File: src/design/assert_macros.svh
// ----------------------------------------------------------------------------
// assert_macros
// Assertion helpers shared by the RTL. Each macro expects clk and rst in scope.
// ----------------------------------------------------------------------------
`ifndef ASSERT_MACROS_SVH
`define ASSERT_MACROS_SVH

// Same-cycle implication, disabled while reset is asserted.
`define ASSERT_SAME(label, ante, cons, msg) \
  label: assert property (@(posedge clk) disable iff (rst) (ante) |-> (cons)) \
    else $error(msg);

// Next-cycle implication, disabled while reset is asserted.
`define ASSERT_NEXT(label, ante, cons, msg) \
  label: assert property (@(posedge clk) disable iff (rst) (ante) |=> (cons)) \
    else $error(msg);

`endif

File: src/design/blrc_pkg.sv
// ----------------------------------------------------------------------------
// blrc_pkg
// Types and constants for the boot loader response frame checker.
// ----------------------------------------------------------------------------
`default_nettype none

package blrc_pkg;

  localparam int TIMER_BITS = 17;
  localparam int TIMEOUT_W  = 17;
  localparam int COUNT_W    = 9;

  localparam logic [7:0] SLIP_END  = 8'hC0;
  localparam logic [7:0] DIR_REPLY = 8'h01;
  localparam logic [7:0] STATUS_OK = 8'h00;

  localparam logic [7:0] LEN_DEFAULT     = 8'd4;
  localparam logic [8:0] LEN_POS         = 9'd3;
  localparam logic [8:0] BODY_START      = 9'd9;
  localparam logic [9:0] FRAME_OVERHEAD  = 10'd10;
  localparam logic [9:0] STATUS_OFF      = 10'd5;
  localparam logic [9:0] STATUS2_OFF     = 10'd6;
  localparam logic [9:0] END_OFF         = 10'd9;
  // Longest frame is 10 + 255 bytes, so the count never passes this.
  localparam logic [8:0] COUNT_MAX       = 9'd265;

  typedef enum logic [1:0] {
    CMD_START = 2'd0,
    CMD_BYTE  = 2'd1,
    CMD_TICK  = 2'd2
  } cmd_t;

  typedef enum logic [1:0] {
    OUT_OK         = 2'd0,
    OUT_INCOMPLETE = 2'd1,
    OUT_BAD_FRAME  = 2'd2
  } outcome_t;

  typedef enum logic {
    KIND_BODY  = 1'b0,
    KIND_FINAL = 1'b1
  } kind_t;

  typedef struct packed {
    kind_t      kind;
    logic [1:0] outcome;
    logic [7:0] body_index;
    logic [7:0] body_value;
  } result_t;

endpackage

`default_nettype wire

File: src/design/boot_loader_response_checker_top.sv
// ----------------------------------------------------------------------------
// boot_loader_response_checker_top
// Checks one serial boot loader response frame, one received byte per word.
// ----------------------------------------------------------------------------
//
//  Port group  Dir  tdata fields (low bit up)                    tuser
//  s_axis      in   rx_byte, expected_opcode, timeout_ms, pad    command
//  m_axis      out  body_value, body_index, outcome, pad         result_kind
//
// Every input word passes through the input register and the check logic into
// the output buffer, so a word is accepted each cycle while s_axis_tready is high.
// Results go to a two-entry output buffer (head plus skid register), and
// s_axis_tready depends only on registers: it drops only when both the input
// register and the skid register are full.
// Reset is synchronous and clears the control state and all valid flags.
// ----------------------------------------------------------------------------
`default_nettype none

`include "assert_macros.svh"

module boot_loader_response_checker_top (
  input  wire logic        clk,
  input  wire logic        rst,
  input  wire logic        s_axis_tvalid,
  output logic             s_axis_tready,
  // rx_byte [7:0], expected_opcode [15:8], timeout_ms [32:16], zero [39:33]
  input  wire logic [39:0] s_axis_tdata,
  // command [1:0]
  input  wire logic [1:0]  s_axis_tuser,
  output logic             m_axis_tvalid,
  input  wire logic        m_axis_tready,
  // body_value [7:0], body_index [15:8], outcome [17:16], zero [23:18]
  output logic [23:0]      m_axis_tdata,
  // result_kind [0]
  output logic             m_axis_tuser
);
  import blrc_pkg::*;

  localparam int SAT_W = (TIMER_BITS > TIMEOUT_W) ? TIMER_BITS : TIMEOUT_W;
  localparam logic [SAT_W-1:0] TIMER_MAX_W = SAT_W'({TIMER_BITS{1'b1}});

  // Input register.
  logic                 in_valid;
  logic [1:0]           in_cmd;
  logic [7:0]           in_byte;
  logic [7:0]           in_opcode;
  logic [TIMEOUT_W-1:0] in_timeout;

  // Transaction state.
  logic                  busy, busy_next;
  logic [COUNT_W-1:0]    byte_count, byte_count_next;
  logic [7:0]            frame_length, frame_length_next;
  logic [7:0]            opcode_wanted, opcode_wanted_next;
  logic [TIMER_BITS-1:0] time_left, time_left_next;
  logic                  frame_good, frame_good_next;

  // Output buffer.
  logic    out_valid, skid_valid;
  result_t out_res, skid_res;

  logic    advance, push, pop;
  result_t res;

  logic [SAT_W-1:0]      t_wide;
  logic [TIMER_BITS-1:0] time_start;
  logic [TIMER_BITS-1:0] time_dec;
  logic [7:0]            len_eff;
  logic [9:0]            p_ext, len_ext;
  logic                  fault;

  assign s_axis_tready = !in_valid || !skid_valid;
  assign advance       = in_valid && !skid_valid;
  assign pop           = out_valid && m_axis_tready;

  assign m_axis_tvalid = out_valid;
  assign m_axis_tuser  = out_res.kind;
  assign m_axis_tdata  = {6'd0, out_res.outcome, out_res.body_index, out_res.body_value};

  // Timeout saturates to what the timer holds.
  assign t_wide     = SAT_W'(in_timeout);
  assign time_start = (t_wide > TIMER_MAX_W) ? TIMER_MAX_W[TIMER_BITS-1:0]
                                             : t_wide[TIMER_BITS-1:0];
  assign time_dec   = (time_left != '0) ? time_left - TIMER_BITS'(1) : '0;

  // The length byte counts from the word that carries it.
  assign len_eff = (byte_count == LEN_POS) ? in_byte : frame_length;
  assign p_ext   = 10'(byte_count);
  assign len_ext = 10'(len_eff);

  always_comb begin
    fault = 1'b0;
    if (byte_count == 9'd0 && in_byte != SLIP_END)      fault = 1'b1;
    if (byte_count == 9'd1 && in_byte != DIR_REPLY)     fault = 1'b1;
    if (byte_count == 9'd2 && in_byte != opcode_wanted) fault = 1'b1;
    if (p_ext == len_ext + STATUS_OFF && in_byte != STATUS_OK)  fault = 1'b1;
    if (p_ext == len_ext + STATUS2_OFF && in_byte != STATUS_OK) fault = 1'b1;
    if (p_ext == len_ext + END_OFF && in_byte != SLIP_END)      fault = 1'b1;
  end

  always_comb begin
    busy_next          = busy;
    byte_count_next    = byte_count;
    frame_length_next  = frame_length;
    opcode_wanted_next = opcode_wanted;
    time_left_next     = time_left;
    frame_good_next    = frame_good;
    push               = 1'b0;
    res                = '0;
    if (advance) begin
      unique case (in_cmd)
        CMD_START: begin
          busy_next          = 1'b1;
          byte_count_next    = '0;
          frame_length_next  = LEN_DEFAULT;
          opcode_wanted_next = in_opcode;
          time_left_next     = time_start;
          frame_good_next    = 1'b1;
          if (time_start == '0) begin
            busy_next   = 1'b0;
            push        = 1'b1;
            res.kind    = KIND_FINAL;
            res.outcome = OUT_INCOMPLETE;
          end
        end
        CMD_BYTE: begin
          if (busy) begin
            frame_length_next = len_eff;
            frame_good_next   = frame_good && !fault;
            byte_count_next   = byte_count + COUNT_W'(1);
            if (p_ext + 10'd1 >= FRAME_OVERHEAD + len_ext) begin
              busy_next   = 1'b0;
              push        = 1'b1;
              res.kind    = KIND_FINAL;
              res.outcome = (frame_good && !fault) ? OUT_OK : OUT_BAD_FRAME;
            end else if (byte_count >= BODY_START &&
                         p_ext + 10'd1 <= len_ext + STATUS_OFF) begin
              push           = 1'b1;
              res.kind       = KIND_BODY;
              res.body_value = in_byte;
              res.body_index = 8'(byte_count - BODY_START);
            end
          end
        end
        CMD_TICK: begin
          if (busy) begin
            time_left_next = time_dec;
            if (time_dec == '0) begin
              busy_next   = 1'b0;
              push        = 1'b1;
              res.kind    = KIND_FINAL;
              res.outcome = OUT_INCOMPLETE;
            end
          end
        end
        default: begin
        end
      endcase
    end
  end

  always_ff @(posedge clk) begin
    if (rst) begin
      in_valid      <= 1'b0;
      busy          <= 1'b0;
      byte_count    <= '0;
      frame_length  <= LEN_DEFAULT;
      opcode_wanted <= '0;
      time_left     <= '0;
      frame_good    <= 1'b1;
      out_valid     <= 1'b0;
      skid_valid    <= 1'b0;
    end else begin
      if (s_axis_tvalid && s_axis_tready) begin
        in_valid   <= 1'b1;
        in_cmd     <= s_axis_tuser;
        in_byte    <= s_axis_tdata[7:0];
        in_opcode  <= s_axis_tdata[15:8];
        in_timeout <= s_axis_tdata[32:16];
      end else if (advance) begin
        in_valid <= 1'b0;
      end

      busy          <= busy_next;
      byte_count    <= byte_count_next;
      frame_length  <= frame_length_next;
      opcode_wanted <= opcode_wanted_next;
      time_left     <= time_left_next;
      frame_good    <= frame_good_next;

      // Head register refills from the skid first to keep order.
      if (!out_valid || pop) begin
        if (skid_valid) begin
          out_res    <= skid_res;
          out_valid  <= 1'b1;
          skid_valid <= push;
          if (push) begin
            skid_res <= res;
          end
        end else begin
          out_valid <= push;
          if (push) begin
            out_res <= res;
          end
        end
      end else if (push) begin
        skid_res   <= res;
        skid_valid <= 1'b1;
      end
    end
  end

  `ASSERT_SAME(a_skid_behind_head, skid_valid, out_valid, "skid full while head empty")
  `ASSERT_SAME(a_count_in_range, 1'b1, byte_count <= COUNT_MAX, "byte count past longest frame")
  `ASSERT_NEXT(a_final_ends_txn, push && res.kind == KIND_FINAL, !busy,
               "still busy after final result")
  `ASSERT_SAME(a_body_in_frame, push && res.kind == KIND_BODY,
               10'(res.body_index) + STATUS_OFF <= 10'(frame_length_next),
               "body byte beyond frame body")

endmodule

`default_nettype wire

File: config.mk
export PLATFORM = sky130hd
export DESIGN_NAME = boot_loader_response_checker_top
export DESIGN_NICKNAME = d
export VERILOG_FILES = /design/src/design/blrc_pkg.sv /design/src/design/boot_loader_response_checker_top.sv
export VERILOG_INCLUDE_DIRS = /design/src /design/src/design
export SDC_FILE = /design/constraint.sdc
export NUM_CORES = 1
export LEC_CHECK = 0
export BUFFER_PORTS_ARGS = -buffer_cell sky130_fd_sc_hd__clkbuf_2
export CORE_ASPECT_RATIO = 1.25
export CORE_MARGIN = 2
export CORE_UTILIZATION = 60
export DETAILED_ROUTE_END_ITERATION = 8
export PLACE_DENSITY = 0.79
export REMOVE_ABC_BUFFERS = 1
export SETUP_SLACK_MARGIN = 0.15
export SYNTH_ARGS = -nofsm -noshare
export SYNTH_HDL_FRONTEND = slang
export SYNTH_SLANG_ARGS = --single-unit
File: constraint.sdc
create_clock -name clk -period 7 [get_ports clk]
set_clock_uncertainty 0.2 [all_clocks]
set_input_delay 0.35 -clock clk [delete_from_list [all_inputs] [get_ports clk]]
set_output_delay 0.35 -clock clk [all_outputs]
set_load 0.01 [all_outputs]
==> results.toml <==
[clock_network]
postCtsSetupBuffers = 0
clockBufferDepth = 2
clock-sinks = 120
cts-root-buf = "clkbuf_16"
clkSlewWorstSetupHoldPaths_ns = 0.06
clock_latency_ns = 0.42
cts_made_buffers = 17
cts_tree = "done"
post_cts_resized = 0
hold_buffers = 36
htreeDepth = 4

[drt]
antenna_left = 0
dr.pass1.iters = 7
drt-initial-drc-count = 603
drc = 0
wl_per_cell_um = 20.7
wl_um = 21800
num_vias = 6799
via_per_inst = 6.46

[synthesis]
avgSynthCellArea_sq_um = 9.28
synth.distinct_cells = 86
synth_area_sq_mm = 0.00753
synth_flop_cell = "edfxtp_1"
syn_inst = 812
synth_seq_area_share_pct = 41.6
synthArstFlopShare_pct = 0
ys_ff_latch = 120
synth_edf_count = 73
synth-warning-count = 0

[timing]
setup_tns_ns = 0
drv_slew = 0
fin_crit_sh_pct = 90.4
hold_violations = 0
finalWorstPathRequiredPeriod_ns = 6.33
fin_hold_ws_ns = 0.0356
finalSetupViolations = 0
rsz0062_at_grt = "false"
max_freq_mhz = 158
slew_headroom_pct = 26.8
worst_pin_slew_ns = 1.09

[die]
fp.dieArea_sq_mm = 0.0135
start_util_pct = 61.6
die_h_um = 129
coreArea_sq_mm = 0.0122
die_w_um = 104
rows = 45
io_pins = 73

[cells_and_area]
area_delta_synth_final_pct = 16.1
layout.nets = 949
nFillCells = 896
antenna_cells = 0
drive_above_1_share_pct = 14.5

[grt]
grt_use_total_pct = 33.3
antenna_found_initial = 0
grt_max_degree = 47
grt_pass1_wl_um = 34600
grt_pass1_vias = 6719
overflow = 0

[status]
status = "finished clean"

[min_path]
hold-path-cell-count = 3
hold_class = "primary input to register"

[worst_setup_path]
critical_path_arrival_ns = 6.17
worstSetupPathType = "register to register"
cpPeakStageDelay_ns = 0.69
cp_max_fo = 19
r2r_cells = 18
slowest_stage = "o211a_1"
cp_cell_sequence = "ha_1 > or4b_4 > nor2_4 > mux2i_1 > inv_2 > ha_1 > o21ai_0 > nor4_1 > a21oi_1 > xnor2_1 > ha_1 > nand3_1 > nor3_1 > and4b_1 > o31ai_2 > a211o_1 > a31oi_4 > o211a_1"
cp.buffers_inverters = 1
end_kind = "register"
cp-start-kind = "register"
cp.depth = 18
worst_ep_required_time_ns = 6.84
cp_top_family = "compound AO/OA/AOI/OAI gates"
cpMostUsedCell = "ha_1"

[pwr]
leakagePower_uw = 0.00353
p_per_area_mw_per_mm2 = 202
ir_drop_v = 0.000196
totalPowerFinal_uw = 1770

[run]
drv_cap = 0

[placement]
gp_congestion = 0.984
io_buffers = 59
dpl.hpwl_um = 14500
-- flip-flops by register name, summed over array words and instances (netlist names) --
name,flops
skid_res,19
m_axis_tdata,18
in_timeout,17
time_left,17
byte_count,9
frame_length,8
in_byte,8
in_opcode,8
opcode_wanted,8
in_cmd,2
busy,1
frame_good,1
in_valid,1
m_axis_tuser,1
m_axis_tvalid,1
skid_valid,1
-- final cells by class --
class	instances	area, sq um	share of cell area (%)
multi-input combinational	604	3990	45.6
sequential	120	3130	35.8
timing repair buffer	108	753	8.61
clock buffer	20	447	5.11
tap	164	205	2.35
clock inverter	12	125	1.43
inverter	25	93.8	1.07
-- synthesized netlist by cell type, types with 12 or more instances --
library cell,instances,share of area (%)
a21o_1,20,2.0
a21oi_1,51,3.4
a22oi_1,19,1.9
and2_1,12,1.0
clkbuf_1,43,2.1
dfxtp_1,47,12
edfxtp_1,73,29
ha_1,27,4.5
inv_1,24,1.2
nand2_1,59,2.9
nand3_1,27,1.8
nand4_1,12,1.0
nor2_1,77,3.8
nor3_1,23,1.5
nor4_1,22,1.8
o21ai_0,37,2.5
xnor2_1,36,4.2
xor2_1,17,2.0
-- power breakdown --
group          leakage [uW]  internal (uW)  switching, uW
combinational       0.00212           55.0           72.4
sequential          0.00113            760           20.0
clock              0.000280            532            328
-- cell families (layout without fill, tap and decap cells) --
| kind of cell | count (synthesis) | after routing | share of synthesized area (%) |
|---|---|---|---|
| multiplexers | 16 | 16 | 2.21 |
| flip-flops | 120 | 120 | 41.6 |
| XOR/XNOR | 53 | 53 | 6.16 |
| other | 1 | 6 | 0.0498 |
| adder cells (fa/ha/maj) | 29 | 29 | 4.75 |
| buffers and inverters | 93 | 165 | 5.68 |
| AO/OA/AOI/OAI | 211 | 211 | 19.4 |
| AND/OR/NAND/NOR | 289 | 289 | 20.1 |
-- routing by layer --
metal	track usage, %	vias up	share of wire, %
met5	0	-	0
met3	6.69	95	6.9
li1	-	3113	-
met1	37.0	3216	37
met4	22.4	0	6.4
met2	58.1	375	50
-- worst min-delay path, cell delays in order --
cell and delay [ns]:
clkbuf_2 0.08, nor2b_1 0.06, o211a_1 0.12
-- per-stage QoR --
stage | util [%] | instance area (sq um) | instances | setup slack, ns
floorplan | - | 7220 | 749 | 1.18
CTS | 71.6 | 8750 | 1053 | 0.720
detailed placement | 64.0 | 7820 | 985 | 0.729
global route | 71.6 | 8750 | 1053 | 0.223
global placement | 64.0 | 7820 | 985 | 0.915
finish | 71.6 | 8750 | 1053 | 0.674
-- cell usage in the layout (no fill, tap or decap), drive strengths merged, types with 12 or more instances in the layout --
cell	n
a211oi	12
xor2	17
nor4	25
dlygate4sd3	36
buf	13
dfxtp	47
nor2	78
nand4	12
nand2	60
a21oi	52
clkbuf	79
and2	12
inv	27
xnor2	36
o21ai	41
nand3	28
nor3	24
a22oi	19
edfxtp	73
ha	27
a21o	20
-- final timing paths --
kind                         start                to  slack, ns
hold reg to reg   opcode_wanted[4]  opcode_wanted[4]       0.29
setup reg to reg     byte_count[0]      skid_res[11]       0.67
hold / removal       m_axis_tready        skid_valid       0.04
setup / recovery     byte_count[0]      skid_res[11]       0.67
Note: power is estimated with default switching activity, not from simulation.
